## src/hw/rtl/tkdp_pkg.sv

```systemverilog
// ---------------------------------------------------------------------------
// tkdp_pkg
// Sizes, codes and shared types of the top-k dot product search block.
// ---------------------------------------------------------------------------
package tkdp_pkg;

    localparam int MAX_ENTRIES = 256;
    localparam int MAX_DIMS    = 64;
    localparam int MAX_TOP_K   = 16;

    // derived widths
    localparam int IDX_W       = (MAX_ENTRIES > 1) ? $clog2(MAX_ENTRIES) : 1;
    localparam int COUNT_W     = $clog2(MAX_ENTRIES + 1);
    localparam int DIM_W       = (MAX_DIMS > 1) ? $clog2(MAX_DIMS) : 1;
    localparam int DLEN_W      = $clog2(MAX_DIMS + 1);
    localparam int K_W         = $clog2(MAX_TOP_K + 1);
    localparam int SLOT_W      = (MAX_TOP_K > 1) ? $clog2(MAX_TOP_K) : 1;
    localparam int STORE_DEPTH = MAX_ENTRIES << DIM_W;
    localparam int STORE_AW    = IDX_W + DIM_W;
    localparam int ACC_W       = 32 + DLEN_W;
    localparam int FIFO_DEPTH  = 2;

    // fixed field widths
    localparam int ELEM_W      = 16;
    localparam int CFG_W       = 7;
    localparam int TOPK_IN_W   = 5;
    localparam int OUT_IDX_W   = 8;
    localparam int SIM_W       = 32;

    typedef enum logic [1:0] {
        FUNC_CLEAR  = 2'd0,
        FUNC_APPEND = 2'd1,
        FUNC_QUERY  = 2'd2
    } t_func;

    typedef enum logic [1:0] {
        ST_MATCH = 2'd0,
        ST_FULL  = 2'd1,
        ST_EMPTY = 2'd2
    } t_status;

    // job handed from front to back; ST_MATCH means run a scan
    typedef struct packed {
        t_status             kind;
        logic [K_W-1:0]      k;
        logic [COUNT_W-1:0]  count;
        logic [DLEN_W-1:0]   qlen;
        logic [DLEN_W-1:0]   dims;
    } t_job;

    typedef struct packed {
        logic                en;
        logic [STORE_AW-1:0] addr;
        logic [ELEM_W-1:0]   data;
    } t_store_wr;

    typedef struct packed {
        logic                en;
        logic [IDX_W-1:0]    addr;
        logic [DLEN_W-1:0]   data;
    } t_len_wr;

    typedef struct packed {
        logic                en;
        logic [DIM_W-1:0]    addr;
        logic [ELEM_W-1:0]   data;
    } t_qry_wr;

    typedef struct packed {
        logic                valid;
        logic [IDX_W-1:0]    idx;
        logic [SIM_W-1:0]    sim;
    } t_best;

endpackage

```

## src/hw/rtl/tkdp_fifo.sv

```systemverilog
// ---------------------------------------------------------------------------
// tkdp_fifo
// Short job queue between the front and the back.
// ---------------------------------------------------------------------------
module tkdp_fifo (
    input  logic             i_clk,
    input  logic             i_rst_n,
    input  logic             i_push,
    input  tkdp_pkg::t_job   i_job,
    input  logic             i_pop,
    output logic             o_valid,
    output tkdp_pkg::t_job   o_job
);
    import tkdp_pkg::*;

    localparam int PTR_W = (FIFO_DEPTH > 1) ? $clog2(FIFO_DEPTH) : 1;
    localparam int CNT_W = $clog2(FIFO_DEPTH + 1);

    t_job             r_mem [FIFO_DEPTH];
    logic [PTR_W-1:0] r_wp;
    logic [PTR_W-1:0] r_rp;
    logic [CNT_W-1:0] r_cnt;
    logic             do_push;
    logic             do_pop;

    assign do_push = i_push && (int'(r_cnt) < FIFO_DEPTH);
    assign do_pop  = i_pop && (r_cnt != '0);
    assign o_valid = (r_cnt != '0);
    assign o_job   = r_mem[r_rp];

    // storage
    always_ff @(posedge i_clk) begin
        if (do_push) begin
            r_mem[r_wp] <= i_job;
        end
    end

    // pointers
    always_ff @(posedge i_clk) begin
        if (!i_rst_n) begin
            r_wp  <= '0;
            r_rp  <= '0;
            r_cnt <= '0;
        end else begin
            if (do_push) begin
                r_wp <= (int'(r_wp) == FIFO_DEPTH - 1) ? '0 : r_wp + PTR_W'(1);
            end
            if (do_pop) begin
                r_rp <= (int'(r_rp) == FIFO_DEPTH - 1) ? '0 : r_rp + PTR_W'(1);
            end
            r_cnt <= r_cnt + CNT_W'(do_push) - CNT_W'(do_pop);
        end
    end

endmodule

```

## config.mk

```make
export PLATFORM = sky130hd
export DESIGN_NAME = tkdp_fifo
export DESIGN_NICKNAME = d
export VERILOG_FILES = /design/src/hw/rtl/tkdp_pkg.sv /design/src/hw/rtl/tkdp_fifo.sv
export SDC_FILE = /design/constraint.sdc
export NUM_CORES = 1
export LEC_CHECK = 0
export ABC_AREA = 1
export BUFFER_PORTS_ARGS = -buffer_cell sky130_fd_sc_hd__buf_2
export CAP_MARGIN = 20
export CELL_PAD_IN_SITES_DETAIL_PLACEMENT = 1
export CELL_PAD_IN_SITES_GLOBAL_PLACEMENT = 2
export CORE_MARGIN = 4
export CORE_UTILIZATION = 40
export DETAILED_ROUTE_END_ITERATION = 16
export PLACE_DENSITY_LB_ADDON = 0.1
export SLEW_MARGIN = 20
export SYNTH_ARGS = -nofsm -noshare
export SYNTH_HDL_FRONTEND = slang
export SYNTH_SLANG_ARGS = --single-unit
```

## constraint.sdc

```tcl
create_clock -name i_clk -period 6.66 [get_ports i_clk]
set_clock_uncertainty 0.15 [all_clocks]
set_input_delay 0.666 -clock i_clk [delete_from_list [all_inputs] [get_ports i_clk]]
set_output_delay 0.666 -clock i_clk [all_outputs]
set_load 0.01 [all_outputs]
```

==> results.ini <==
[sta]
measured_slew_at_the_worst_slew_check_pin_ns=0.999
fmaxAchievable_mhz=380
minimum_hold_slack_ns=0.339
hold_viol=0
finalWorstSetupSlack_ns=4.03
finalCritPeriodShare_pct=39.5
rsz0062_at_grt=no
max_slew_margin_pct=33.4
report.final.slew_viol_count=0
time_the_final_worst_path_needs_with_i_o_delays_and_setup_ns=2.63
setup_viol_count_final=0
setup-tns-final_ns=0

[worst_setup_path]
slowest_stage=sky130_fd_sc_hd__dfxtp_2
timing.critical_path.to_type=output port
worstSetupPathType=reg -> out
critical_path_buf_inv_count=1
critical_path.top_delay_family=flip-flops
required_ns=5.84
critical_path.startpoint_type=flop
rr_startpoint=r_cnt[1]
cp_max_fo=30
slowest_delay_ns=0.99
cp_cell_sequence=mux2_4, buf_2
reg2reg_setup_slack_ns=4.77
critPathArrivalTime_ns=1.82

[pwr]
power.share.combinational_pct=23.6
p_sw_share_pct=26.4
pwr-share-clk_pct=26.9
cell_internal_pwr_w=0.000830
cellLeakagePower_nw=1.24
max-vdd-ir-drop_mv=0.199
sequentialPowerShare_pct=49.5
power.density_nw_per_um2=364
power.switching_w=0.000298

[synthesis]
mappedNetlistArea_sq_um=2520
postSynth.topFlopCell=sky130_fd_sc_hd__edfxtp_1
synth.cells.most_frequent=60 x sky130_fd_sc_hd__edfxtp_1, 30 x sky130_fd_sc_hd__mux2_4, 6 x sky130_fd_sc_hd__inv_1, 5 x sky130_fd_sc_hd__dfxtp_1
postSynthAreaPerCell_sq_um=20.4
synth-seq-area-share_pct=75.4
synth_top_cells_by_area=sky130_fd_sc_hd__edfxtp_1 71%, sky130_fd_sc_hd__mux2_4 18%, sky130_fd_sc_hd__dfxtp_1 4.0%
yosys.cell_count.top_type=sky130_fd_sc_hd__edfxtp_1
synth.largest_area_cell=sky130_fd_sc_hd__edfxtp_1
yosysWarnings=0
synth-edff-count=60
postSynth.asyncResetShare_pct=0
syn_nets=159
synthesized_instance_count=124
post-synth-top-area-fraction_pct=71.4
flip_flop_and_latch_count_after_synthesis=65
synth_cell_types=15

[clock_tree]
count_of_h_tree_levels_built_during_cts=3
ctsHoldBuffers=0
cts.clk_slew.worst_paths_ns=0.06
cts_made_buffers=9
clk_latency_ns=0.32
tritoncts_clock_tree=built
post_cts_resize_count=0
maximum_clock_path_buffer_count=2
cts_setup_buffers=0
clock_sink_count=65
clock-root-buffer=sky130_fd_sc_hd__clkbuf_8

[run_status]
outcome=finished, final reports clean

[drt]
wl_per_cell_um=15.2
routed_wirelength_mm=4.19
num_vias=1298
via_per_inst=4.70
drt_iter0_markers=51
route.detailed.drc=0
drt.antenna.violating_nets=0
drt_pre_antenna_iters=3

[global_route]
grt.total_usage_pct=12.2
grt_start_max_net_pins=31
overflow=0
antenna_found_initial=0
grt_pass1_vias=1394
grt_pass1_wl_mm=6.60

[placement]
placement.cell_area_sq_um=2920
finalWeightedCongestion=0.637
hpwl_mm=2.86
buffer_ports.inserted=64
post-place-ws_ns=4.32

[flow_run]
max_cap_viol_count=0

[finish]
fin_area_sq_um=3100
areaGrowthSynthToFinish_pct=22.8
n_antenna_cell=0
nets=231
fraction_of_final_layout_cells_with_drive_strength_greater_than_1_pct=55.7

[floorplanning]
boundaryPins=65
die_x_um=87.4
die_area_sq_um=7640
initial_core_util_pct=41.9
num_rows=28
fp.coreArea_sq_um=6030
chipHeight_um=87.4

[min_path]
min_path_type=reg -> reg
hp-start=r_rp

## power by group through the flow
stage | sequential [W] | clock, W | combinational (W)
after CTS | 0.000561 | 0.000314 | 0.000275
after global placement | 0.000566 | 0 | 0.000266
after global routing | 0.000567 | 0.000336 | 0.000290
final | 0.000558 | 0.000304 | 0.000266
after floorplan | 0.000538 | 0 | 0.000211
after detailed placement | 0.000570 | 0 | 0.000273
## registers in the layout (all words and copies together), names as in the netlist, named ones only
signal,flops
r_cnt,2
r_mem,60
r_rp,1
r_wp,1
## routing by layer
| layer | GRT usage, % | wire (um) |
|---|---|---|
| met1 | 13.7 | 1630 |
| met2 | 20.0 | 2180 |
| met3 | 3.50 | 270 |
| met4 | 7.95 | 108 |
| met5 | 0 | 0 |
## through the flow
stage | total power (W) | cells | util (%)
floorplan | 0.000749 | 124 | -
global route | 0.00119 | 276 | 51.4
detailed placement | 0.000843 | 260 | 48.5
CTS | 0.00115 | 276 | 51.4
global placement | 0.000832 | 260 | 48.5
finish | 0.00113 | 276 | 51.4
## worst register-to-register path, cell delays in order, from the launching register on
cell and delay, ns:
sky130_fd_sc_hd__dfxtp_1 0.33, sky130_fd_sc_hd__inv_2 0.09, sky130_fd_sc_hd__nand2_1 0.19, sky130_fd_sc_hd__nor2_4 0.72
## final timing paths
kind	endpoint	depth (start not counted)
worst min-delay path	flop	2
worst max register to register	r_mem[0][27]	3
worst max-delay path	o_job[28]	2
worst min register to register	flop	2
## layout by cell type, fill, tap and decap left out, drive strengths merged
cell    Yosys  layout
clkinv      0       3
inv         7       7
edfxtp     60      60
buf         3      64
o21ai       2       2
mux2       30      30
nor2        3       3
bufinv      0       1
a21oi       4       4
ha          1       1
nand4       1       1
nand3       1       1
nand2       6       6
dfxtp       5       5
clkbuf      0      12
xor2        1       1
## cell type report
cell class	instances	area, sq um
Clock buffer	12	135
Clock inverter	4	43.8
Fill cell	593	2930
Inverter	7	26.3
Multi-Input combinational cell	49	577
Sequential cell	65	1900
Tap cell	75	93.8
Timing Repair Buffer	64	320
## kinds of logic after synthesis
| group | share of synthesized area (%) |
|---|---|
| buf+inv | 2.38 |
| fa+ha+maj | 0.496 |
| mux | 17.8 |
| simple gates | 2.38 |
| flops | 75.4 |
| compound gates | 1.19 |
| xor+xnor | 0.347 |
(Power assumes the default switching activity.)
