[src/hw/rtl/tkdp_pkg.sv]
// ---------------------------------------------------------------------------
// tkdp_pkg
// Sizes, codes and shared types of the top-k dot product search block.
// ---------------------------------------------------------------------------
package tkdp_pkg;

    localparam int MAX_ENTRIES = 256;
    localparam int MAX_DIMS    = 64;
    localparam int MAX_TOP_K   = 16;

    // derived widths
    localparam int IDX_W       = (MAX_ENTRIES > 1) ? $clog2(MAX_ENTRIES) : 1;
    localparam int COUNT_W     = $clog2(MAX_ENTRIES + 1);
    localparam int DIM_W       = (MAX_DIMS > 1) ? $clog2(MAX_DIMS) : 1;
    localparam int DLEN_W      = $clog2(MAX_DIMS + 1);
    localparam int K_W         = $clog2(MAX_TOP_K + 1);
    localparam int SLOT_W      = (MAX_TOP_K > 1) ? $clog2(MAX_TOP_K) : 1;
    localparam int STORE_DEPTH = MAX_ENTRIES << DIM_W;
    localparam int STORE_AW    = IDX_W + DIM_W;
    localparam int ACC_W       = 32 + DLEN_W;
    localparam int FIFO_DEPTH  = 2;

    // fixed field widths
    localparam int ELEM_W      = 16;
    localparam int CFG_W       = 7;
    localparam int TOPK_IN_W   = 5;
    localparam int OUT_IDX_W   = 8;
    localparam int SIM_W       = 32;

    typedef enum logic [1:0] {
        FUNC_CLEAR  = 2'd0,
        FUNC_APPEND = 2'd1,
        FUNC_QUERY  = 2'd2
    } t_func;

    typedef enum logic [1:0] {
        ST_MATCH = 2'd0,
        ST_FULL  = 2'd1,
        ST_EMPTY = 2'd2
    } t_status;

    // job handed from front to back; ST_MATCH means run a scan
    typedef struct packed {
        t_status             kind;
        logic [K_W-1:0]      k;
        logic [COUNT_W-1:0]  count;
        logic [DLEN_W-1:0]   qlen;
        logic [DLEN_W-1:0]   dims;
    } t_job;

    typedef struct packed {
        logic                en;
        logic [STORE_AW-1:0] addr;
        logic [ELEM_W-1:0]   data;
    } t_store_wr;

    typedef struct packed {
        logic                en;
        logic [IDX_W-1:0]    addr;
        logic [DLEN_W-1:0]   data;
    } t_len_wr;

    typedef struct packed {
        logic                en;
        logic [DIM_W-1:0]    addr;
        logic [ELEM_W-1:0]   data;
    } t_qry_wr;

    typedef struct packed {
        logic                valid;
        logic [IDX_W-1:0]    idx;
        logic [SIM_W-1:0]    sim;
    } t_best;

endpackage

[src/hw/rtl/tkdp_front.sv]
// ---------------------------------------------------------------------------
// tkdp_front
// Takes items, loads store and query memories, and posts jobs to the back.
// ---------------------------------------------------------------------------
module tkdp_front (
    input  logic                              i_clk,
    input  logic                              i_rst_n,
    input  logic                              i_item_valid,
    input  logic [1:0]                        i_func,
    input  logic signed [tkdp_pkg::ELEM_W-1:0] i_element_value,
    input  logic                              i_last_element,
    input  logic [tkdp_pkg::TOPK_IN_W-1:0]    i_top_k,
    input  logic                              i_cfg_we,
    input  logic [tkdp_pkg::CFG_W-1:0]        i_cfg_dims,
    output tkdp_pkg::t_job                    o_job,
    output logic                              o_job_push,
    output tkdp_pkg::t_store_wr               o_store_wr,
    output tkdp_pkg::t_len_wr                 o_len_wr,
    output tkdp_pkg::t_qry_wr                 o_qry_wr
);
    import tkdp_pkg::*;

    logic [CFG_W-1:0]   r_dims_cfg;
    logic [COUNT_W-1:0] r_count, n_count;
    logic [DIM_W-1:0]   r_sptr, n_sptr;
    logic [DIM_W-1:0]   r_qptr, n_qptr;

    logic [DLEN_W-1:0]  eff_dims;
    logic [K_W-1:0]     k_clamp;
    logic [K_W-1:0]     k_want;
    logic               full;
    logic               s_done;
    logic               q_done;
    logic [DLEN_W-1:0]  s_next;
    logic [DLEN_W-1:0]  q_next;

    // effective vector length, 1..MAX_DIMS
    always_comb begin
        if (r_dims_cfg == '0) begin
            eff_dims = DLEN_W'(1);
        end else if (int'(r_dims_cfg) > MAX_DIMS) begin
            eff_dims = DLEN_W'(MAX_DIMS);
        end else begin
            eff_dims = DLEN_W'(r_dims_cfg);
        end
    end

    // top_k clamped to 1..MAX_TOP_K, then to the entry count
    always_comb begin
        if (i_top_k == '0) begin
            k_want = K_W'(1);
        end else if (int'(i_top_k) > MAX_TOP_K) begin
            k_want = K_W'(MAX_TOP_K);
        end else begin
            k_want = K_W'(i_top_k);
        end
        if (int'(k_want) > int'(r_count)) begin
            k_clamp = K_W'(r_count);
        end else begin
            k_clamp = k_want;
        end
    end

    assign full   = (int'(r_count) >= MAX_ENTRIES);
    assign s_next = DLEN_W'(r_sptr) + DLEN_W'(1);
    assign q_next = DLEN_W'(r_qptr) + DLEN_W'(1);
    assign s_done = i_last_element || (s_next >= eff_dims);
    assign q_done = i_last_element || (q_next >= eff_dims);

    // item decode
    always_comb begin
        n_count    = r_count;
        n_sptr     = r_sptr;
        n_qptr     = r_qptr;
        o_job_push = 1'b0;
        o_job      = '{kind: ST_MATCH, k: k_clamp, count: r_count, qlen: q_next,
                       dims: eff_dims};
        o_store_wr = '{en: 1'b0, addr: {r_count[IDX_W-1:0], r_sptr},
                       data: i_element_value};
        o_len_wr   = '{en: 1'b0, addr: r_count[IDX_W-1:0], data: s_next};
        o_qry_wr   = '{en: 1'b0, addr: r_qptr, data: i_element_value};
        if (i_item_valid) begin
            unique case (i_func)
                FUNC_CLEAR: begin
                    n_count = '0;
                    n_sptr  = '0;
                end
                FUNC_APPEND: begin
                    o_store_wr.en = !full;
                    o_len_wr.en   = !full;
                    if (s_done) begin
                        n_sptr = '0;
                        if (full) begin
                            o_job_push = 1'b1;
                            o_job.kind = ST_FULL;
                        end else begin
                            n_count = r_count + COUNT_W'(1);
                        end
                    end else begin
                        n_sptr = r_sptr + DIM_W'(1);
                    end
                end
                FUNC_QUERY: begin
                    o_qry_wr.en = 1'b1;
                    if (q_done) begin
                        n_qptr     = '0;
                        o_job_push = 1'b1;
                        if (r_count == '0) begin
                            o_job.kind = ST_EMPTY;
                        end
                    end else begin
                        n_qptr = r_qptr + DIM_W'(1);
                    end
                end
                default: begin
                end
            endcase
        end
    end

    always_ff @(posedge i_clk) begin
        if (!i_rst_n) begin
            r_dims_cfg <= CFG_W'(64);
            r_count    <= '0;
            r_sptr     <= '0;
            r_qptr     <= '0;
        end else begin
            if (i_cfg_we) begin
                r_dims_cfg <= i_cfg_dims;
            end
            r_count <= n_count;
            r_sptr  <= n_sptr;
            r_qptr  <= n_qptr;
        end
    end

endmodule

[config.mk]
export PLATFORM = sky130hd
export DESIGN_NAME = tkdp_front
export DESIGN_NICKNAME = d
export VERILOG_FILES = /design/src/hw/rtl/tkdp_pkg.sv /design/src/hw/rtl/tkdp_front.sv
export SDC_FILE = /design/constraint.sdc
export NUM_CORES = 1
export LEC_CHECK = 0
export CAP_MARGIN = 20
export CORE_ASPECT_RATIO = 0.6
export CORE_MARGIN = 1
export CORE_UTILIZATION = 35
export DETAILED_ROUTE_END_ITERATION = 16
export DONT_BUFFER_PORTS = 1
export GPL_TIMING_DRIVEN = 0
export PLACE_DENSITY_LB_ADDON = 0.12
export SKIP_LAST_GASP = 1
export SYNTH_ARGS = -nofsm -noshare
export SYNTH_HDL_FRONTEND = slang
export SYNTH_SLANG_ARGS = --single-unit
[constraint.sdc]
create_clock -name i_clk -period 4.4 [get_ports i_clk]
set_input_delay 1.32 -clock i_clk [delete_from_list [all_inputs] [get_ports i_clk]]
set_output_delay 1.32 -clock i_clk [all_outputs]
set_load 0.01 [all_outputs]
==> results.cfg <==
[synth]
synth_mux_area_share_pct = 5.84
yosys_register_bits = 28
net_count_synth = 354
synth_area_per_cell_um2 = 8.04
synth-simple-area-share_pct = 19.5
yosys.area_share.xor_xnor_pct = 2.97
mappedNetlistArea_um2 = 2360
fraction_of_post_synthesis_cell_area_in_the_top_cell_type_by_area_pct = 23.8
number_of_instances_in_the_synthesized_netlist = 293
synth_ff_type = sky130_fd_sc_hd__dfxtp_1
combinational_family_with_the_most_area_after_synthesis = buffers and inverters
synth_area_leaders = sky130_fd_sc_hd__dfxtp_1 (24%), sky130_fd_sc_hd__buf_4 (16%), sky130_fd_sc_hd__ha_1 (14%), sky130_fd_sc_hd__nand2_1 (4.8%), sky130_fd_sc_hd__inv_1 (3.3%)
synth_sequential_area_ratio_pct = 23.8
complex_gate_fraction_of_the_synthesized_area_pct = 14.2
synthDistinctLibCells = 44
adder_cell_share_of_the_synthesized_area_pct = 13.8
proportion_of_synthesized_flip_flops_having_asynchronous_set_or_reset_pct = 0
synth_edf_count = 0
netlist.top_cell.by_area = sky130_fd_sc_hd__dfxtp_1
number_of_warnings_reported_in_the_yosys_synthesis_log = 0

[hold_path]
hold_class = register to register

[sta]
finalSetupViolations = 0
fin_worst_skew_ps = 2.42
fin_crit_sh_pct = 95.8
worst_pin_slew_ps = 544
unrepaired_setup_endpoints_after_global_routing = no
report.final.slew_viol_count = 0
timing.final.ws_setup_ps = 187
timing.slew.headroom_pct = 63.7
maxClockFrequency_mhz = 237
timing.final.crit_period_ps = 4210
finalHoldViolations = 0
setup-tns-final_ps = 0

[global_routing]
grt_start_max_net_pins = 16
via_count_of_the_first_global_routing_pass = 1629
gr-total-overflow = 0
overall_routing_resource_usage_pct = 16.5
grt_antenna_before_repair = 0
grt_first_pass_wirelength_mm = 8.74

[status]
status = finished clean

[cts]
worstSkewPairLatency_ps = 290
cts_hold_buf = 0
cts.root.buffer_cell = sky130_fd_sc_hd__clkbuf_8
h-tree-depth = 1
tritoncts.num_buffers = 3
cts_resized = 0
ctsLongestPathBuffers = 2
cts_setup_buffers = 0
clkSinkCount = 28
clk_transition_reported_paths_ps = 100
tritoncts = built

[route]
detailedRoute.firstPassIterationCount = 4
drt_iter0_drc = 157
drc = 0
via_per_inst = 5.16
wire_per_inst_um = 15.6
routed_wirelength_mm = 5.96
vias_after_detailed_routing = 1966
antenna_violating_nets_post_route = 0

[finish]
share_of_cells_above_drive_strength_1_pct = 22.9
num-nets-final = 359
layout.cell_area.non_filler_um2 = 2530
fill_cells = 635
multi_input_area_um2 = 1340
register_area_um2 = 562
finish.utilization_pct = 40.2
layout-area-overhead-vs-synth_pct = 7.49
instances_no_fill = 381
antennaDiodeCount = 0

[die]
design.core.area_um2 = 6300
initial_core_util_pct = 37.4
die_area_um2 = 7070
ioPinCount = 136
dieWidth_um = 108
core.rowCount = 22
dieHeight_um = 65.6

[critical_path]
timing.critical_path.to_type = primary output
timing.critical_path.slowest_cell_delay_ps = 440
critical_path_class = primary input to primary output
crit_required_ps = 3080
timing.critical_path.cells = nor2b_1, ha_1, a21o_1, a21oi_1, o21ai_0, o211ai_1, mux2_2
setup.worst_path.start_class = primary input
critPathArrivalTime_ps = 2890
crit_slowest_cell = sky130_fd_sc_hd__mux2_2
path_max_fanout = 5

[placed_design]
dp.final_hpwl_mm = 4.90
buffer_ports.inserted = 0
placed_cell_area_um2 = 2460
dpl_worst_slack_ps = 232
dp.cells = 377
place_congestion = 0.827

[pwr]
power_per_cell_area_nw_per_um2 = 209
worst_ir_drop_vdd_uv = 104
p_leak_uw = 0.00122

[run]
max_cap_violations = 0
==> placed cells by master (no fill, tap or decap), drive strengths merged, types with 3 or more instances in the layout <==
cell / instances
a21o: 4
a21oi: 8
a22o: 4
a31oi: 3
and3: 3
buf: 50
clkbuf: 8
dfxtp: 28
ha: 26
inv: 21
mux2: 6
mux2i: 7
nand2: 30
nand2b: 6
nand3: 13
nand4: 4
nor2: 20
nor2b: 5
nor3: 3
nor4: 3
o211ai: 5
o21ai: 13
xnor2: 6
==> worst max-delay path, delay by kind of cell <==
kind / cells / cell delay, ps
and+or+nand+nor: 1 / 160
adders and majority gates: 1 / 270
muxes: 1 / 440
AOI/OAI and AO/OA: 4 / 700
==> worst paths after layout <==
check	slack (ps)	endpoint	cells past startpoint	from
max	190	o_job[26]	7	i_top_k[1]
min	540	r_dims_cfg[5]	2	r_dims_cfg[5]
min reg2reg	540	r_dims_cfg[5]	2	r_dims_cfg[5]
max reg2reg	1290	r_count[5]	10	r_sptr[0]
==> metal layers <==
layer	vias up	wire (µm)	global-route usage, %
met5	-	0	0
met4	0	32	2.57
met3	5	516	5.36
met2	83	2340	21.4
met1	899	3060	25.5
li1	979	-	-
==> per-stage QoR <==
stage | total power (µW) | hold slack, ps
2_1_floorplan | 351 | 461
3_3_place_gp | 367 | 514
3_5_place_dp | 367 | 515
4_1_cts | 540 | 544
5_1_grt | 558 | 558
6_report | 530 | 541
==> cell families (layout without fill, tap and decap cells) <==
family | Yosys count | count (layout)
AO/OA/AOI/OAI | 49 | 49
buffers and inverters | 75 | 79
flip-flops | 28 | 28
adder cells (fa/ha/maj) | 26 | 26
XOR/XNOR | 8 | 8
multiplexers | 13 | 13
AND/OR/NAND/NOR | 94 | 94
==> layout make-up <==
class	count	area share (%)
plain buffers	54	15.3
clock buffers	4	2.17
inverters	21	3.11
multi-input cells	190	53.1
flip-flops and latches	28	22.2
well taps	84	4.15
==> state kept, by name, indices dropped and copies added, names as in the netlist <==
signal	count
r_dims_cfg	7
r_count	9
r_sptr	6
r_qptr	6
==> power breakdown <==
| group | internal [µW] | switching, µW |
|---|---|---|
| Clock | 80.6 | 87.7 |
| Sequential | 258 | 5.26 |
| Combinational | 44.1 | 54.0 |
==> cell usage after synthesis, drive strengths merged (3+ instances only) <==
cell type,n
nor2,20
mux2i,7
and3,3
a22o,4
nor3,3
a21oi,8
mux2,6
xnor2,6
buf,50
nand2,30
inv,21
o211ai,5
nand2b,6
clkbuf,4
nor4,3
nand3,13
o21ai,13
nor2b,5
a21o,4
a31oi,3
ha,26
nand4,4
dfxtp,28
(Power assumes the default switching activity.)
