## config.mk

```make
export PLATFORM = sky130hd
export DESIGN_NAME = tkdp_back
export DESIGN_NICKNAME = d
export VERILOG_FILES = /design/src/hw/rtl/tkdp_pkg.sv /design/src/hw/rtl/tkdp_back.sv
export SDC_FILE = /design/constraint.sdc
export NUM_CORES = 2
export LEC_CHECK = 0
export BUFFER_PORTS_ARGS = -buffer_cell sky130_fd_sc_hd__buf_2
export CORE_ASPECT_RATIO = 0.5
export CORE_MARGIN = 2
export CORE_UTILIZATION = 59
export CTS_CLUSTER_DIAMETER = 200
export DETAILED_ROUTE_END_ITERATION = 7
export PLACE_DENSITY = 0.8
export SLEW_MARGIN = 0
export SYNTH_ARGS = -nofsm -noshare
export SYNTH_HDL_FRONTEND = slang
export SYNTH_SLANG_ARGS = --single-unit
```

## constraint.sdc

```tcl
create_clock -name i_clk -period 9.4 [get_ports i_clk]
set_clock_uncertainty 0.05 [all_clocks]
set_input_delay 0.47 -clock i_clk [delete_from_list [all_inputs] [get_ports i_clk]]
set_output_delay 0.47 -clock i_clk [all_outputs]
set_load 0.01 [all_outputs]
```

## src/hw/rtl/tkdp_pkg.sv

```systemverilog
// ---------------------------------------------------------------------------
// tkdp_pkg
// Sizes, codes and shared types of the top-k dot product search block.
// ---------------------------------------------------------------------------
package tkdp_pkg;

    localparam int MAX_ENTRIES = 256;
    localparam int MAX_DIMS    = 64;
    localparam int MAX_TOP_K   = 16;

    // derived widths
    localparam int IDX_W       = (MAX_ENTRIES > 1) ? $clog2(MAX_ENTRIES) : 1;
    localparam int COUNT_W     = $clog2(MAX_ENTRIES + 1);
    localparam int DIM_W       = (MAX_DIMS > 1) ? $clog2(MAX_DIMS) : 1;
    localparam int DLEN_W      = $clog2(MAX_DIMS + 1);
    localparam int K_W         = $clog2(MAX_TOP_K + 1);
    localparam int SLOT_W      = (MAX_TOP_K > 1) ? $clog2(MAX_TOP_K) : 1;
    localparam int STORE_DEPTH = MAX_ENTRIES << DIM_W;
    localparam int STORE_AW    = IDX_W + DIM_W;
    localparam int ACC_W       = 32 + DLEN_W;
    localparam int FIFO_DEPTH  = 2;

    // fixed field widths
    localparam int ELEM_W      = 16;
    localparam int CFG_W       = 7;
    localparam int TOPK_IN_W   = 5;
    localparam int OUT_IDX_W   = 8;
    localparam int SIM_W       = 32;

    typedef enum logic [1:0] {
        FUNC_CLEAR  = 2'd0,
        FUNC_APPEND = 2'd1,
        FUNC_QUERY  = 2'd2
    } t_func;

    typedef enum logic [1:0] {
        ST_MATCH = 2'd0,
        ST_FULL  = 2'd1,
        ST_EMPTY = 2'd2
    } t_status;

    // job handed from front to back; ST_MATCH means run a scan
    typedef struct packed {
        t_status             kind;
        logic [K_W-1:0]      k;
        logic [COUNT_W-1:0]  count;
        logic [DLEN_W-1:0]   qlen;
        logic [DLEN_W-1:0]   dims;
    } t_job;

    typedef struct packed {
        logic                en;
        logic [STORE_AW-1:0] addr;
        logic [ELEM_W-1:0]   data;
    } t_store_wr;

    typedef struct packed {
        logic                en;
        logic [IDX_W-1:0]    addr;
        logic [DLEN_W-1:0]   data;
    } t_len_wr;

    typedef struct packed {
        logic                en;
        logic [DIM_W-1:0]    addr;
        logic [ELEM_W-1:0]   data;
    } t_qry_wr;

    typedef struct packed {
        logic                valid;
        logic [IDX_W-1:0]    idx;
        logic [SIM_W-1:0]    sim;
    } t_best;

endpackage

```

## src/hw/rtl/tkdp_back.sv

```systemverilog
// ---------------------------------------------------------------------------
// tkdp_back
// Scan engine: dot products over the store, sorted best list, result drive.
// ---------------------------------------------------------------------------
module tkdp_back (
    input  logic                              i_clk,
    input  logic                              i_rst_n,
    input  logic                              i_job_valid,
    input  tkdp_pkg::t_job                    i_job,
    output logic                              o_job_pop,
    output logic [tkdp_pkg::STORE_AW-1:0]     o_store_raddr,
    input  logic [tkdp_pkg::ELEM_W-1:0]       i_store_rdata,
    output logic [tkdp_pkg::IDX_W-1:0]        o_len_raddr,
    input  logic [tkdp_pkg::DLEN_W-1:0]       i_len_rdata,
    output logic [tkdp_pkg::DIM_W-1:0]        o_qry_raddr,
    input  logic [tkdp_pkg::ELEM_W-1:0]       i_qry_rdata,
    output logic                              o_busy,
    output logic                              o_result_valid,
    output logic [tkdp_pkg::OUT_IDX_W-1:0]    o_entry_index,
    output logic [tkdp_pkg::SIM_W-1:0]        o_similarity,
    output logic [1:0]                        o_status,
    output logic                              o_last_result
);
    import tkdp_pkg::*;

    typedef enum logic [1:0] {S_IDLE, S_SCAN, S_DRAIN, S_EMIT} t_state;

    localparam logic signed [ACC_W-1:0] SAT_HI = {{(ACC_W-32){1'b0}}, 32'h7FFF_FFFF};
    localparam logic signed [ACC_W-1:0] SAT_LO = {{(ACC_W-32){1'b1}}, 32'h8000_0000};

    t_state              r_state;
    t_job                r_job;
    logic [IDX_W-1:0]    r_e;
    logic [DIM_W-1:0]    r_d;
    logic [SLOT_W-1:0]   r_n;

    // pipeline: p1 = memory read, p2 = product, p3 = finished sum
    logic                r_p1_v, r_p1_first, r_p1_last;
    logic [DIM_W-1:0]    r_p1_d;
    logic [IDX_W-1:0]    r_p1_e;
    logic                r_p2_v, r_p2_first, r_p2_last;
    logic [IDX_W-1:0]    r_p2_e;
    logic signed [31:0]  r_prod;
    logic                r_p3_v;
    logic [IDX_W-1:0]    r_p3_e;
    logic signed [ACC_W-1:0] r_acc;

    t_best               r_best [MAX_TOP_K];
    t_best               n_best [MAX_TOP_K];
    logic [MAX_TOP_K-1:0] ins;
    logic signed [SIM_W-1:0] sim_sat;

    logic                r_o_valid, r_o_last;
    logic [OUT_IDX_W-1:0] r_o_idx;
    logic [SIM_W-1:0]    r_o_sim;
    t_status             r_o_status;

    logic                d_last;
    logic                e_last;
    logic                pipe_empty;
    logic                use_elem;
    logic                emit_last;

    assign d_last     = (DLEN_W'(r_d) + DLEN_W'(1)) == r_job.dims;
    assign e_last     = (COUNT_W'(r_e) + COUNT_W'(1)) == r_job.count;
    assign pipe_empty = !r_p1_v && !r_p2_v && !r_p3_v;
    assign use_elem   = (DLEN_W'(r_p1_d) < r_job.qlen) && (DLEN_W'(r_p1_d) < i_len_rdata);
    assign emit_last  = (K_W'(r_n) + K_W'(1)) == r_job.k;

    assign o_store_raddr = {r_e, r_d};
    assign o_len_raddr   = r_e;
    assign o_qry_raddr   = r_d;
    assign o_job_pop     = (r_state == S_IDLE) && i_job_valid;

    // saturate finished sum to Q2.30
    always_comb begin
        if (r_acc > SAT_HI) begin
            sim_sat = 32'sh7FFF_FFFF;
        end else if (r_acc < SAT_LO) begin
            sim_sat = 32'sh8000_0000;
        end else begin
            sim_sat = r_acc[SIM_W-1:0];
        end
    end

    // sorted insert: strict greater wins, so ties keep the earlier entry
    always_comb begin
        for (int i = 0; i < MAX_TOP_K; i++) begin
            ins[i] = !r_best[i].valid || (sim_sat > $signed(r_best[i].sim));
        end
        for (int i = 0; i < MAX_TOP_K; i++) begin
            if (!r_p3_v || !ins[i]) begin
                n_best[i] = r_best[i];
            end else if (i == 0) begin
                n_best[i] = '{valid: 1'b1, idx: r_p3_e, sim: sim_sat};
            end else if (!ins[(i > 0) ? i - 1 : 0]) begin
                n_best[i] = '{valid: 1'b1, idx: r_p3_e, sim: sim_sat};
            end else begin
                n_best[i] = r_best[(i > 0) ? i - 1 : 0];
            end
        end
    end

    // datapath registers
    always_ff @(posedge i_clk) begin
        r_p1_d     <= r_d;
        r_p1_e     <= r_e;
        r_p1_first <= (r_d == '0);
        r_p1_last  <= d_last;
        r_p2_first <= r_p1_first;
        r_p2_last  <= r_p1_last;
        r_p2_e     <= r_p1_e;
        r_prod     <= use_elem ? $signed(i_qry_rdata) * $signed(i_store_rdata) : 32'sd0;
        r_p3_e     <= r_p2_e;
        if (r_p2_v) begin
            r_acc <= (r_p2_first ? '0 : r_acc) + ACC_W'(r_prod);
        end
        if (o_job_pop) begin
            r_job <= i_job;
        end
    end

    // control, best list and result registers
    always_ff @(posedge i_clk) begin
        if (!i_rst_n) begin
            r_state   <= S_IDLE;
            r_e       <= '0;
            r_d       <= '0;
            r_n       <= '0;
            r_p1_v    <= 1'b0;
            r_p2_v    <= 1'b0;
            r_p3_v    <= 1'b0;
            r_o_valid <= 1'b0;
            r_o_last  <= 1'b0;
            r_o_idx   <= '0;
            r_o_sim   <= '0;
            r_o_status <= ST_MATCH;
            for (int i = 0; i < MAX_TOP_K; i++) begin
                r_best[i].valid <= 1'b0;
            end
        end else begin
            r_p1_v    <= (r_state == S_SCAN);
            r_p2_v    <= r_p1_v;
            r_p3_v    <= r_p2_v && r_p2_last;
            r_o_valid <= 1'b0;
            for (int i = 0; i < MAX_TOP_K; i++) begin
                r_best[i] <= n_best[i];
            end
            unique case (r_state)
                S_IDLE: begin
                    if (i_job_valid) begin
                        if (i_job.kind == ST_MATCH) begin
                            r_state <= S_SCAN;
                            r_e     <= '0;
                            r_d     <= '0;
                            for (int i = 0; i < MAX_TOP_K; i++) begin
                                r_best[i].valid <= 1'b0;
                            end
                        end else begin
                            r_o_valid  <= 1'b1;
                            r_o_last   <= 1'b1;
                            r_o_idx    <= '0;
                            r_o_sim    <= '0;
                            r_o_status <= i_job.kind;
                        end
                    end
                end
                S_SCAN: begin
                    if (d_last) begin
                        r_d <= '0;
                        if (e_last) begin
                            r_state <= S_DRAIN;
                        end else begin
                            r_e <= r_e + IDX_W'(1);
                        end
                    end else begin
                        r_d <= r_d + DIM_W'(1);
                    end
                end
                S_DRAIN: begin
                    if (pipe_empty) begin
                        r_state <= S_EMIT;
                        r_n     <= '0;
                    end
                end
                S_EMIT: begin
                    r_o_valid  <= 1'b1;
                    r_o_last   <= emit_last;
                    r_o_idx    <= OUT_IDX_W'(r_best[r_n].idx);
                    r_o_sim    <= r_best[r_n].sim;
                    r_o_status <= ST_MATCH;
                    if (emit_last) begin
                        r_state <= S_IDLE;
                    end else begin
                        r_n <= r_n + SLOT_W'(1);
                    end
                end
                default: begin
                    r_state <= S_IDLE;
                end
            endcase
        end
    end

    assign o_busy         = (r_state != S_IDLE) || r_o_valid;
    assign o_result_valid = r_o_valid;
    assign o_entry_index  = r_o_idx;
    assign o_similarity   = r_o_sim;
    assign o_status       = r_o_status;
    assign o_last_result  = r_o_last;

endmodule

```

==> qor.yml <==
outcome:
  status: "finished, final reports clean"
die:
  die-area_um2: 112000
  ios: 146
  start_util_pct: 59.7
  die_height_um: 238
  placementRows: 85
  core_area_um2: 108000
  die_w_um: 472
grt:
  grt-ovfl-total: 0
  grt_pass1_wl_um: 282000
  grtUsageMet1_pct: 43.0
  met2_usage_pct: 51.8
  grt_util_met3_pct: 9.84
  grt_max_degree: 119
  grt_use_total_pct: 33.1
  top_usage_layer: "met2"
  antenna_found_initial: 2
  grt_pass1_vias: 47600
logic_synthesis:
  syn_avg_cell_area_um2: 11.6
  synth_seq_cells: 860
  synthTopCellsByArea: "edfxtp_1, ha_1, mux2_2"
  synth.top_cell.area_share_pct: 33.3
  synth-edff-count: 715
  synth_cell_types: 78
  yosysWarnings: 0
  synth_nets: 6545
  ys_seq_area_share_pct: 37.8
  ys_async_sr_fraction_pct: 0
  syn-instance-count: 5559
  ys.flop_type: "edfxtp_1"
  netlist_area_um2: 64600
  synth_largest_area_cell: "edfxtp_1"
route:
  routed_wl_um: 186000
  ant_nets: 0
  vias_per_cell: 6.46
  detailedRoute.firstPassIterationCount: 6
  detail_route.wl_per_cell_um: 25.9
  drc: 0
  vias: 46400
  drt-initial-drc-count: 5855
sta:
  rsz0062_at_grt: "no"
  slew_violations: 0
  tns_ns: 0
  finalHoldWorstSlack_ns: 0.0683
  setup_viol: 0
  max_freq_mhz: 149
  min_period_over_period_pct: 71.5
  tightest_slew_ns: 1.45
  slew_headroom_pct: 2.24
  period_needed_ns: 6.72
  hold_viol_final: 0
run:
  maxCapViolCount: 0
clock_tree:
  h-tree-depth: 3
  cts_buffers: 83
  clock_latency_ns: 0.69
  cts-root-buf: "clkbuf_16"
  clk_pin_slew_ns: 0.06
  cts_tree: "done"
  ctsResizeCount: 0
  clockBufferDepth: 3
  clock-sinks: 860
worst_setup_path:
  crit_top_cell: "buf_4"
  worstSetupStartpointType: "flip-flop"
  slowest_delay_ns: 1.16
  cp_max_fo: 35
  end_kind: "flip-flop"
  worstSetupPathType: "flip-flop to flip-flop"
  crit_chain: "buf_4 -> a21oi_2 -> buf_4 -> a21o_1 -> buf_4 -> ha_1 -> nand4_1 -> nor4_1 -> o21a_1 -> or3_1 -> o311a_2 -> nor2b_4 -> buf_4"
  worstPathRequired_ns: 9.67
  slowest_stage: "nor4_1"
  arrival_ns: 6.99
placement:
  port_buffers: 145
  postPlaceCellArea_um2: 67100
  dp_hpwl_um: 132000
  finalWeightedCongestion: 1.04
power:
  leakagePower_nw: 29.7
  ir_drop_v: 0.000347
  power.density_nw_per_um2: 225
  p_total_mw: 15.8
finish:
  final_area_um2: 70200
  layout-drive-gt1-share_pct: 20.7
  num-nets-final: 6649
  syn2layout_area_growth_pct: 8.74
hold_path:
  hold_class: "input pin to flip-flop"
[layout by cell type, fill, tap and decap left out, types with 26 or more instances in the layout]
| cell | count |
|---|---|
| inv_1 | 897 |
| edfxtp_1 | 715 |
| ha_1 | 651 |
| mux2_2 | 563 |
| fa_1 | 263 |
| nand2_1 | 205 |
| a21o_1 | 202 |
| mux4_2 | 200 |
| a21oi_1 | 197 |
| nor2_1 | 145 |
| nor2b_1 | 145 |
| buf_2 | 145 |
| dfxtp_1 | 140 |
| o21ai_0 | 133 |
| and2_1 | 133 |
| nand4_1 | 110 |
| clkbuf_16 | 90 |
| buf_4 | 85 |
| xnor2_1 | 63 |
| a22oi_1 | 47 |
| nand3_1 | 44 |
| nor3_1 | 40 |
| mux2_1 | 40 |
| o21a_1 | 35 |
| nand2b_1 | 33 |
| dlygate4sd3_1 | 28 |
| xor2_1 | 26 |
[path summary, 6_finish.rpt]
| kind | endpoint | from | cells after the start | slack, ns |
|---|---|---|---|---|
| max | r_best[2][38] | r_acc[38] | 13 | 2.68 |
| max reg2reg | r_best[2][38] | r_acc[38] | 13 | 2.68 |
| min | o_status[1] | i_job[29] | 3 | 0.07 |
| min reg2reg | r_p2_first | r_p1_first | 0 | 0.28 |
[cell usage after synthesis (134+ instances only)]
library cell    n
a21o_1        202
o21ai_0       134
ha_1          651
nor2b_1       151
nor2_1        153
dfxtp_1       145
nand2_1       206
mux4_2        200
inv_1         897
clkbuf_1      197
fa_1          263
a21oi_1       203
mux2_2        563
edfxtp_1      715
[report_power, final]
part	total (mW)	switching [mW]	internal (mW)
clock network	3.57	1.56	2.01
logic	7.75	4.45	3.30
registers	4.45	0.0735	4.38
[metal layers]
layer / share of wire [%] / vias up / wire length (um)
met5: 0 / - / 0
met4: 4.6 / 0 / 8650
met3: 12 / 545 / 22700
met2: 45 / 2727 / 83800
met1: 38 / 23000 / 71000
li1: - / 20000 / -
[critical path: cells and delay by family, from the launching register on]
| family | cells | cell delay (ns) |
|---|---|---|
| adders and majority gates | 1 | 0.18 |
| buffers and inverters | 4 | 1.52 |
| AOI/OAI and AO/OA | 4 | 1.84 |
| and+or+nand+nor | 4 | 2.29 |
| DFF | 1 | 0.38 |
[area by class of cell]
type	instances	area, um2
inverter	898	3370
tap	1435	1800
sequential	860	24400
timing repair buffer	259	1660
fill	7929	37900
clock inverter	39	410
antenna	3	7.51
clock buffer	117	2430
multi-input combinational	3561	36100
[per-stage QoR]
stage / cells / utilization (%) / setup WS, ns
after floorplan: 5559 / - / 2.80
after global placement: 6985 / 62.1 / 2.34
after detailed placement: 6985 / 62.1 / 2.19
after CTS: 7169 / 64.9 / 2.84
after global routing: 7169 / 65.0 / 2.54
final: 7172 / 65.0 / 2.68
[sequential cells by signal (all words and copies together) (netlist names), 2 cells and up, named ones only]
name and flops:
r_state 2, o_similarity 32, o_entry_index 8, o_qry_raddr 6, o_status 2, r_prod 32
o_len_raddr 8, r_p2_e 8, r_p1_e 8, r_p3_e 8, r_job 28, r_n 4
r_acc 39, r_best 656, r_p1_d 6
[timing repair]
action,in CTS,in global routing
endpoints found under the setup margin,0,0
endpoints found under the hold margin,28,0
hold buffers,28,0
buffers inserted,0,0
[cell families (layout without fill, tap and decap cells)]
| family | Yosys count | after routing | share of synthesized area, % |
|---|---|---|---|
| fa+ha+maj | 914 | 914 | 20.8 |
| mux | 809 | 809 | 17.6 |
| other cells | 0 | 3 | 0 |
| compound gates | 794 | 794 | 8.11 |
| flops | 860 | 860 | 37.8 |
| xor+xnor | 90 | 90 | 1.24 |
| buf+inv | 1138 | 1313 | 6.75 |
| simple gates | 954 | 954 | 7.77 |
Power figures use the tool's default switching activity.
