$ cat src/hw/rtl/tkdp_ram.sv
// ---------------------------------------------------------------------------
// tkdp_ram
// Generic single-write, single-read RAM with registered read data.
// ---------------------------------------------------------------------------
module tkdp_ram #(
    parameter int WIDTH = 16,
    parameter int DEPTH = 64
) (
    input  logic                             i_clk,
    input  logic                             i_we,
    input  logic [$clog2(DEPTH)-1:0]         i_waddr,
    input  logic [WIDTH-1:0]                 i_wdata,
    input  logic [$clog2(DEPTH)-1:0]         i_raddr,
    output logic [WIDTH-1:0]                 o_rdata
);

    logic [WIDTH-1:0] r_mem [DEPTH];
    logic [WIDTH-1:0] r_rdata;

    always_ff @(posedge i_clk) begin
        if (i_we) begin
            r_mem[i_waddr] <= i_wdata;
        end
        r_rdata <= r_mem[i_raddr];
    end

    assign o_rdata = r_rdata;

endmodule

$ cat config.mk
export PLATFORM = sky130hd
export DESIGN_NAME = tkdp_ram
export DESIGN_NICKNAME = d
export VERILOG_FILES = /design/src/hw/rtl/tkdp_ram.sv
export SDC_FILE = /design/constraint.sdc
export NUM_CORES = 1
export LEC_CHECK = 0
export BUFFER_PORTS_ARGS = -buffer_cell sky130_fd_sc_hd__buf_4
export CAP_MARGIN = 5
export CORE_ASPECT_RATIO = 0.6
export CORE_MARGIN = 2
export CORE_UTILIZATION = 45
export DETAILED_ROUTE_END_ITERATION = 16
export GPL_ROUTABILITY_DRIVEN = 0
export MAX_ROUTING_LAYER = met4
export SLEW_MARGIN = 10
export SYNTH_ARGS = -nofsm -noshare
export SYNTH_HDL_FRONTEND = slang
export SYNTH_SLANG_ARGS = --single-unit
$ cat constraint.sdc
create_clock -name i_clk -period 2.4 [get_ports i_clk]
set_input_delay 0.48 -clock i_clk [delete_from_list [all_inputs] [get_ports i_clk]]
set_output_delay 0.48 -clock i_clk [all_outputs]
set_load 0.005 [all_outputs]
==> results of run 1 <==
path summary, 6_finish.rpt:
path | cells past startpoint | start | slack [ps] | endpoint
hold reg to reg | 4 | r_mem[27][14] | 880 | o_rdata[14]
hold / removal | 1 | i_wdata[3] | 310 | r_mem[42][3]
setup reg to reg | 8 | r_mem[6][0] | 370 | o_rdata[0]
setup / recovery | 7 | i_raddr[1] | 270 | o_rdata[14]
cells in the final DEF (no fill, tap or decap), types with 4 or more instances in the layout:
cell type and count:
a31oi_1 8, clkinvlp_4 10, a221o_1 6, a41oi_1 5
mux4_1 4, mux2_2 27, nor2_1 72, clkbuf_16 97
nor2b_1 30, buf_12 41, edfxtp_1 1024, a211oi_1 8
a22oi_1 39, clkinv_2 15, bufinv_16 11, and4_1 5
nand4_1 12, a21oi_1 17, nand2_1 59, clkinv_1 17
mux2i_1 85, buf_4 256, diode_2 4, a211o_1 8
a22o_1 6, dfxtp_1 16, clkbuf_1 13, mux4_2 220
nand3_1 24, a311oi_1 8, a221oi_1 16, o21ai_0 5
power by group through the flow:
stage / Combinational (mW) / Sequential, mW / Clock (mW)
after CTS: 2.21 / 20.2 / 15.4
after global placement: 2.17 / 20.6 / 0
final: 2.21 / 20.2 / 15.1
after detailed placement: 2.21 / 20.6 / 0
after global routing: 2.34 / 20.2 / 16.2
after floorplan: 1.04 / 20.5 / 0
synthesized netlist by cell type:
cell	count	area share (%)
clkbuf_4	1	0.019
nor2_2	2	0.031
nand2_4	1	0.028
mux4_2	220	12
buf_12	5	0.25
buf_8	3	0.11
and4_1	5	0.11
or3_1	1	0.016
nor2_1	72	0.67
a31oi_1	8	0.12
a22oi_1	39	0.73
a21oi_1	17	0.21
nand4b_1	1	0.022
or3b_2	1	0.022
nor4_2	3	0.094
clkbuf_2	2	0.025
mux2_2	27	0.76
o21ai_0	5	0.062
nor3_1	2	0.025
buf_6	17	0.48
dfxtp_1	16	0.80
nand2_1	59	0.55
clkbuf_1	24	0.22
nand2b_1	3	0.047
a221o_1	6	0.15
buf_2	36	0.45
buf_1	3	0.028
nand4_1	12	0.19
a41oi_1	5	0.11
a22o_1	6	0.13
o21ai_1	3	0.037
nand3_1	24	0.30
mux4_1	4	0.26
and2_1	2	0.031
mux2i_1	85	2.1
buf_4	13	0.24
a311oi_1	8	0.17
a211o_1	8	0.17
nor2b_1	30	0.47
nand3b_1	2	0.037
a211oi_1	8	0.15
edfxtp_1	1024	77
a221oi_1	16	0.35
cell type report:
cell class                      instances  area share [%]
Tap cell                             1161           3.115
Clock buffer                          112           5.368
Timing Repair Buffer                  300           5.969
Antenna cell                            4         0.02146
Sequential cell                      1040           66.62
Multi-Input combinational cell        685           17.69
Clock inverter                         56           1.223
state kept, by name, indices dropped and copies added, names as in the netlist:
register,cells
r_mem,1024
o_rdata,16
per-layer routing:
metal	track usage, %	vias up
met5	-	-
met3	7.336	127
li1	-	8266
met4	5.603	0
met2	30.54	889
met1	34.89	10774
stage by stage:
step | TNS (ps) | hold slack [ps] | std cells | cell area (um^2)
after detailed placement | -3549 | 853.0 | 3186 | 43560
after global routing | 0 | 302.1 | 3355 | 46630
final | 0 | 311.2 | 3358 | 46640
after CTS | 0 | 272.3 | 3354 | 46630
after floorplan | -4394 | 578.9 | 1829 | 40050
after global placement | -3448 | 847.9 | 3186 | 43560
critical path, delay by kind of cell:
kind | cells | cell delay, ps
compound gates | 3 | 940
simple gates | 2 | 830
buf+inv | 2 | 410
logic make-up after synthesis:
kind of cell / Yosys count
muxes: 336
and+or+nand+nor: 220
AOI/OAI and AO/OA: 129
DFF: 1040
buffers and inverters: 104
==> results.sh, run 1 <==
export IMPL_synthAdderAreaFrac_pct=0
export IMPL_chipHeight_um=235.1
export IMPL_netSwitchingPower_mw=7.907
export IMPL_post_cts_buffers=0
export IMPL_worst_path_max_delay_cell="nor2b_1"
export IMPL_synth_top_family_by_area="multiplexers"
export IMPL_finalCriticalPeriod_ps=2134
export IMPL_vdd_drop_max_uv=543.5
export IMPL_cts_clk_slew_worst_paths_ps=70
export IMPL_syn_nets=1859
export IMPL_cts_sinks=1040
export IMPL_wl_met2_um=42900
export IMPL_hold_violations=0
export IMPL_met1_length_um=45840
export IMPL_grt_first_pass_wirelength_um=145700
export IMPL_ys_seq_area_share_pct=77.59
export IMPL_synthDistinctLibCells=43
export IMPL_p_per_area_nw_per_um2=804.5
export IMPL_ant_nets=0
export IMPL_synth_mux_area_share_pct=15.52
export IMPL_wl_met3_um=11250
export IMPL_fmax_mhz=468.7
export IMPL_hp_class="in2reg"
export IMPL_numPortBuffers=45
export IMPL_vias_per_cell=5.973
export IMPL_grtUsageTotal_pct=23.18
export IMPL_tightestPinTransition_ps=923.2
export IMPL_clockRootBuffer="clkbuf_16"
export IMPL_fin_skew_ps=15.71
export IMPL_postSynthAreaPerCell_um2=21.89
export IMPL_die_x_um=389.1
export IMPL_cpPeakStageDelay_ps=480
export IMPL_seq_area_um2=31070
export IMPL_clk_path_buf_depth=3
export IMPL_place_hpwl_um=63830
export IMPL_end_kind="flop"
export IMPL_wl_per_cell_um=30.39
export IMPL_ys_warn_count=0
export IMPL_p_clk_share_pct=40.4
export IMPL_rsz0062_at_grt="no"
export IMPL_first_pass_iters=5
export IMPL_drc=0
export IMPL_worstPathMaxFanout=10
export IMPL_drt_total_wl_um=102100
export IMPL_fillCellCount=6769
export IMPL_seq_power_share_pct=53.8
export IMPL_cp_start_kind="input port"
export IMPL_cellInternalPower_mw=29.62
export IMPL_grt_max_degree=65
export IMPL_leakagePower_nw=15.07
export IMPL_fin_util_pct=53.08
export IMPL_cts_resized=0
export IMPL_synth_compound_gate_area_share_pct=2.409
export IMPL_multi_input_area_um2=8249
export IMPL_syn_inst=1829
export IMPL_drive_gt1_share_pct=31.65
export IMPL_setup_ws_ps=266.5
export IMPL_area_delta_synth_final_pct=16.48
export IMPL_p_comb_share_pct=5.9
export IMPL_p_total_mw=37.52
export IMPL_fin_crit_sh_pct=88.90
export IMPL_core_area_um2=87860
export IMPL_htreeDepth=3
export IMPL_pre_cts_ws_ps=-358.6
export IMPL_cts_tree="built"
export IMPL_crit_type="in2reg"
export IMPL_cts_inserted_buffers=91
export IMPL_drv_cap=0
export IMPL_status="finished, final reports clean"
export IMPL_swShare_pct=21.07
export IMPL_start_util_pct=45.57
export IMPL_antenna_found_initial=4
export IMPL_setup_violations=0
export IMPL_rows=84
export IMPL_nNetsFinal=2148
export IMPL_dieArea_um2=91460
export IMPL_drv_slew=0
export IMPL_overflow=0
export IMPL_synthXorXnorAreaFrac_pct=0
export IMPL_required_ps=2970
export IMPL_mappedNetlistArea_um2=40040
export IMPL_clock_latency_ps=680
export IMPL_ys_ff_latch=1040
export IMPL_pin_count=46
export IMPL_relSlewSlack_pct=38.45
export IMPL_arrival_ps=2700
export IMPL_holdBufCountCts=0
export IMPL_first_global_vias=19855
export IMPL_top_layer="met4"
export IMPL_route_vias_total=20056
export IMPL_drtIter0Drc=2561
export IMPL_path_cells="buf_6 > buf_4 > nor2b_1 > a22oi_1 > a41oi_1 > o21ai_0 > and4_1"
export IMPL_synth_simple_area_share_pct=2.647
Note: power is estimated with default switching activity, not from simulation.
==> run 2, diff against run 1 <==
CTS_BUF_LIST = sky130_fd_sc_hd__clkbuf_4   (was default)
clock period = 1.9 ns   (was 2.4 ns; I/O delays follow)
==> results.sh, run 2 (synthesis gave the netlist of run 1 again) <==
export IMPL_startpoint="o_rdata[15]"
export IMPL_rsz0062_at_grt="yes"
export IMPL_start_util_pct=45.57
export IMPL_numPortBuffers=45
export IMPL_cts_clk_slew_worst_paths_ps=80
export IMPL_status="complete, but fails checks"
export IMPL_core_area_um2=87860
export IMPL_path_cells="buf_6"
export IMPL_dieArea_um2=91460
export IMPL_rows=84
export IMPL_antenna_found_initial=5
export IMPL_cts_sinks=1040
export IMPL_setup_violations=17
export IMPL_drive_gt1_share_pct=42.59
export IMPL_htreeDepth=4
export IMPL_relSlewSlack_pct=37.69
export IMPL_seq_area_um2=31110
export IMPL_route_vias_total=21272
export IMPL_clockRootBuffer="clkbuf_4"
export IMPL_placed_area_um2=45060
export IMPL_first_global_vias=21516
export IMPL_drtIter0Drc=2331
export IMPL_vias_per_cell=5.780
export IMPL_violations="setup timing"
export IMPL_largest_reg_flops=1024
export IMPL_crit_buf_inv=1
export IMPL_end_kind="output port"
export IMPL_hold_violations=0
export IMPL_ant_nets=0
export IMPL_vdd_drop_max_uv=655.5
export IMPL_post_cts_buffers=0
export IMPL_multi_input_area_um2=8698
export IMPL_wl_per_cell_um=29.16
export IMPL_fmax_mhz=498.3
export IMPL_stdcell_area_um2=48520
export IMPL_fin_skew_ps=80.52
export IMPL_leakagePower_nw=15.97
export IMPL_clock_latency_ps=1150
export IMPL_worst_path_max_delay_cell="dfxtp_4"
export IMPL_first_pass_iters=6
export IMPL_whs_ps=136.4
export IMPL_cts_tree="built"
export IMPL_worstPathMaxFanout=1
export IMPL_pin_count=46
export IMPL_required_ps=1520
export IMPL_cpPeakStageDelay_ps=360
export IMPL_grt_max_degree=65
export IMPL_arrival_ps=1630
export IMPL_cp_start_kind="flop"
export IMPL_drv_slew=0
export IMPL_fin_crit_sh_pct=105.6
export IMPL_fillCellCount=6740
export IMPL_die_x_um=389.1
export IMPL_crit_type="reg2out"
export IMPL_drc=0
export IMPL_nNetsFinal=2376
export IMPL_final_cell_mix="1,024 x edfxtp_1, 340 x clkbuf_4, 243 x buf_4"
export IMPL_place_inst=3252
export IMPL_hp_class="in2reg"
export IMPL_drt_total_wl_um=107300
export IMPL_setup_ws_ps=-106.9
export IMPL_crit_reg2reg_launch="r_mem[57][14]"
export IMPL_clk_path_buf_depth=3
export IMPL_chipHeight_um=235.1
export IMPL_drv_cap=0
export IMPL_largest_register="r_mem"
export IMPL_cts_inserted_buffers=222
export IMPL_area_delta_synth_final_pct=21.16
export IMPL_grt_first_pass_wirelength_um=153200
export IMPL_tightestPinTransition_ps=932.7
export IMPL_finalCriticalPeriod_ps=2007
export IMPL_critPathTopFamily="flip-flops"
export IMPL_worstHoldStart="i_wdata[14]"
export IMPL_place_hpwl_um=68960
export IMPL_overflow=0
export IMPL_final_common_cell="edfxtp_1"
export IMPL_p_per_area_nw_per_um2=939.6
export IMPL_totalNegativeSetupSlack_ps=-1184
export IMPL_grtUsageTotal_pct=24.53
export IMPL_layout_cells_non_filler=3680
==> run 2: metal layers <==
metal  global-route usage (%)  part of all wire, %  vias up
li1                         -                    -     8887
met4                    6.848                  1.6        0
met3                    10.95                   13      131
met5                        -                    0        -
met2                    31.10                   41     1094
met1                    35.44                   44    11160
==> run 2: area by class of cell <==
class	instances	share of cell area [%]
diodes	2	0.01032
repair buffers	397	9.101
flip-flops and latches	1040	64.12
clock inverters	55	0.5854
clock buffers	340	5.261
multi-input cells	685	17.93
well taps	1161	2.994
==> run 2: final timing paths <==
path / cells after the start / endpoint / slack [ps]
worst max register to register: 6 / o_rdata[14] / 40
worst max-delay path: 1 / o_rdata[15] / -110
worst min register to register: 4 / o_rdata[2] / 850
worst min-delay path: 2 / r_mem[59][14] / 140
==> run 2: per-stage QoR <==
stage / util [%] / setup WS (ps) / power (mW)
after floorplan: - / -210.6 / 27.29
after global placement: 51.29 / -888.4 / 28.97
after detailed placement: 51.29 / -875.2 / 29.01
after CTS: 55.06 / -256.5 / 45.97
after global routing: 55.22 / -187.7 / 47.27
final: 55.22 / -106.9 / 45.58
==> run 2: what timing repair did <==
item | 4_1_cts | 5_1_grt
setup endpoints to repair | 24 | 27
endpoints found under the hold margin | 1574 | 0
pin swaps | 5 | 14
hold buffers | 32 | 0
resized for setup | 50 | 24
==> run 2: report_power, final <==
part	switching (mW)	leakage (nW)	internal, mW
combinational	1.82	4.91	1.37
sequential	0.103	9.35	25.4
clock	8.52	1.71	8.39
total	10.4	16.0	35.1
==> run 3, diff against run 2 <==
CORE_ASPECT_RATIO = 0.9   (was 0.6)
==> results.sh, run 3 (synthesis gave the netlist of run 1 again) <==
export IMPL_drive_gt1_share_pct=42.59
export IMPL_vias_per_cell=5.717
export IMPL_cp_start_kind="flop"
export IMPL_start_util_pct=45.56
export IMPL_leakagePower_nw=16.05
export IMPL_drt_total_wl_um=100500
export IMPL_fillCellCount=6736
export IMPL_setup_violations=18
export IMPL_drv_cap=0
export IMPL_r2r_cells=5
export IMPL_nNetsFinal=2375
export IMPL_crit_reg2reg_launch="r_mem[61][1]"
export IMPL_grt_first_pass_wirelength_um=145800
export IMPL_worstPathMaxFanout=1
export IMPL_post_cts_buffers=0
export IMPL_cpPeakStageDelay_ps=410
export IMPL_cts_sinks=1040
export IMPL_violations="setup timing"
export IMPL_layout_cells_non_filler=3656
export IMPL_p_per_area_nw_per_um2=966.5
export IMPL_worstHoldStart="i_raddr[3]"
export IMPL_grt_max_degree=65
export IMPL_route_vias_total=20903
export IMPL_pin_count=46
export IMPL_ant_nets=0
export IMPL_crit_cells=1
export IMPL_r2r_end="o_rdata[1]"
export IMPL_hold_depth=5
export IMPL_first_global_vias=21510
export IMPL_multi_input_area_um2=8705
export IMPL_final_common_cell="edfxtp_1"
export IMPL_final_cell_mix="1,024 x edfxtp_1, 385 x clkbuf_4, 220 x mux4_2"
export IMPL_clk_path_buf_depth=4
export IMPL_area_delta_synth_final_pct=21.37
export IMPL_dieArea_um2=91390
export IMPL_required_ps=1520
export IMPL_worst_path_max_delay_cell="dfxtp_4"
export IMPL_fin_skew_ps=93.92
export IMPL_hp_class="in2reg"
export IMPL_fin_crit_sh_pct=104.7
export IMPL_end_kind="output port"
export IMPL_grtUsageTotal_pct=23.09
export IMPL_cts_inserted_buffers=278
export IMPL_relSlewSlack_pct=41.53
export IMPL_drv_slew=0
export IMPL_path_cells="buf_6"
export IMPL_largest_register="r_mem"
export IMPL_overflow=0
export IMPL_setup_ws_ps=-89.88
export IMPL_hold_violations=0
export IMPL_critPathTopFamily="flip-flops"
export IMPL_drtIter0Drc=2149
export IMPL_largest_reg_flops=1024
export IMPL_vdd_drop_max_uv=524.4
export IMPL_chipHeight_um=287.0
export IMPL_die_x_um=318.4
export IMPL_place_hpwl_um=63270
export IMPL_cts_tree="built"
export IMPL_fmax_mhz=502.5
export IMPL_crit_buf_inv=1
export IMPL_numPortBuffers=45
export IMPL_crit_type="reg2out"
export IMPL_clock_latency_ps=1140
export IMPL_p_total_mw=46.97
export IMPL_clockRootBuffer="clkbuf_4"
export IMPL_antenna_found_initial=7
export IMPL_first_pass_iters=5
export IMPL_holdPathEnd="o_rdata[15]"
export IMPL_rsz0062_at_grt="yes"
export IMPL_r2r_setup_slack_ps=-50
export IMPL_cts_clk_slew_worst_paths_ps=70
export IMPL_htreeDepth=5
export IMPL_place_inst=3195
export IMPL_wl_per_cell_um=27.50
export IMPL_core_area_um2=87890
export IMPL_arrival_ps=1610
export IMPL_status="complete, but fails checks"
export IMPL_rows=103
export IMPL_drc=0
export IMPL_seq_area_um2=31110
export IMPL_finalCriticalPeriod_ps=1990
export IMPL_tightestPinTransition_ps=875.3
==> run 3: cell count changes in the layout (fill, tap and decap cells not counted), moves of 5 or more <==
cell           change
clkbuf_4          +45
diode_2            +8
buf_4             -63
dlygate4sd3_1      -6
a22oi_1            +6
a22oi_2            -6
clkinv_1           -9
mux2_2             -5
a221oi_1           -5
buf_12            +10
mux2_4             +5
==> run 3: layout make-up <==
type,count,area share [%]
Clock buffer,385,5.947
Tap cell,1155,2.974
Clock inverter,41,0.6488
Antenna cell,10,0.05149
Multi-Input combinational cell,685,17.91
Sequential cell,1040,64.02
Timing Repair Buffer,340,8.452
==> run 3: where the power goes <==
part / leakage (nW) / internal [mW] / switching, mW / total, mW
combinational: 4.77 / 1.33 / 1.65 / 2.98
sequential: 9.35 / 25.4 / 0.128 / 25.5
clock: 1.93 / 10.0 / 8.44 / 18.5
total: 16.0 / 36.8 / 10.2 / 47.0
==> run 3: per-stage QoR <==
step	worst slack [ps]	TNS [ps]	utilization (%)	hold WS, ps	cell area (um^2)
after CTS	-161.9	-2296	55.21	47.12	48520
after detailed placement	-940.6	-10330	50.98	771.9	44810
final	-89.88	-995.4	55.30	121.0	48600
after global placement	-944.0	-10050	50.98	763.4	44810
after global routing	-169.3	-2463	55.29	85.49	48590
after floorplan	-210.6	-57230	-	478.9	40400
==> run 3: what timing repair did <==
item | 4_1_cts | 5_1_grt
endpoints found under the setup margin | 26 | 26
gates cloned | 0 | 0
hold buffers | 26 | 0
hold endpoints to repair | 1525 | 0
pin swaps | 12 | 14
resized for setup | 67 | 12
==> run 3: per-layer routing <==
| metal | wire (um) | share of wire (%) | global-route usage [%] | vias to the layer above |
|---|---|---|---|---|
| li1 | - | - | - | 8885 |
| met1 | 43190 | 43 | 31.37 | 10925 |
| met2 | 46980 | 47 | 34.16 | 910 |
| met3 | 7754 | 7.7 | 5.672 | 183 |
| met4 | 2612 | 2.6 | 8.400 | 0 |
| met5 | 0 | 0 | - | - |
==> run 3: worst max path at each step <==
stage / startpoint / to / slack, ps
2_1_floorplan: i_waddr[4] / r_mem[46][0] / -210
3_3_place_gp: i_raddr[0] / o_rdata[1] / -940
3_5_place_dp: i_raddr[0] / o_rdata[4] / -940
4_1_cts: o_rdata[13] / o_rdata[13] / -160
5_1_grt: o_rdata[1] / o_rdata[1] / -170
6_report: o_rdata[1] / o_rdata[1] / -90
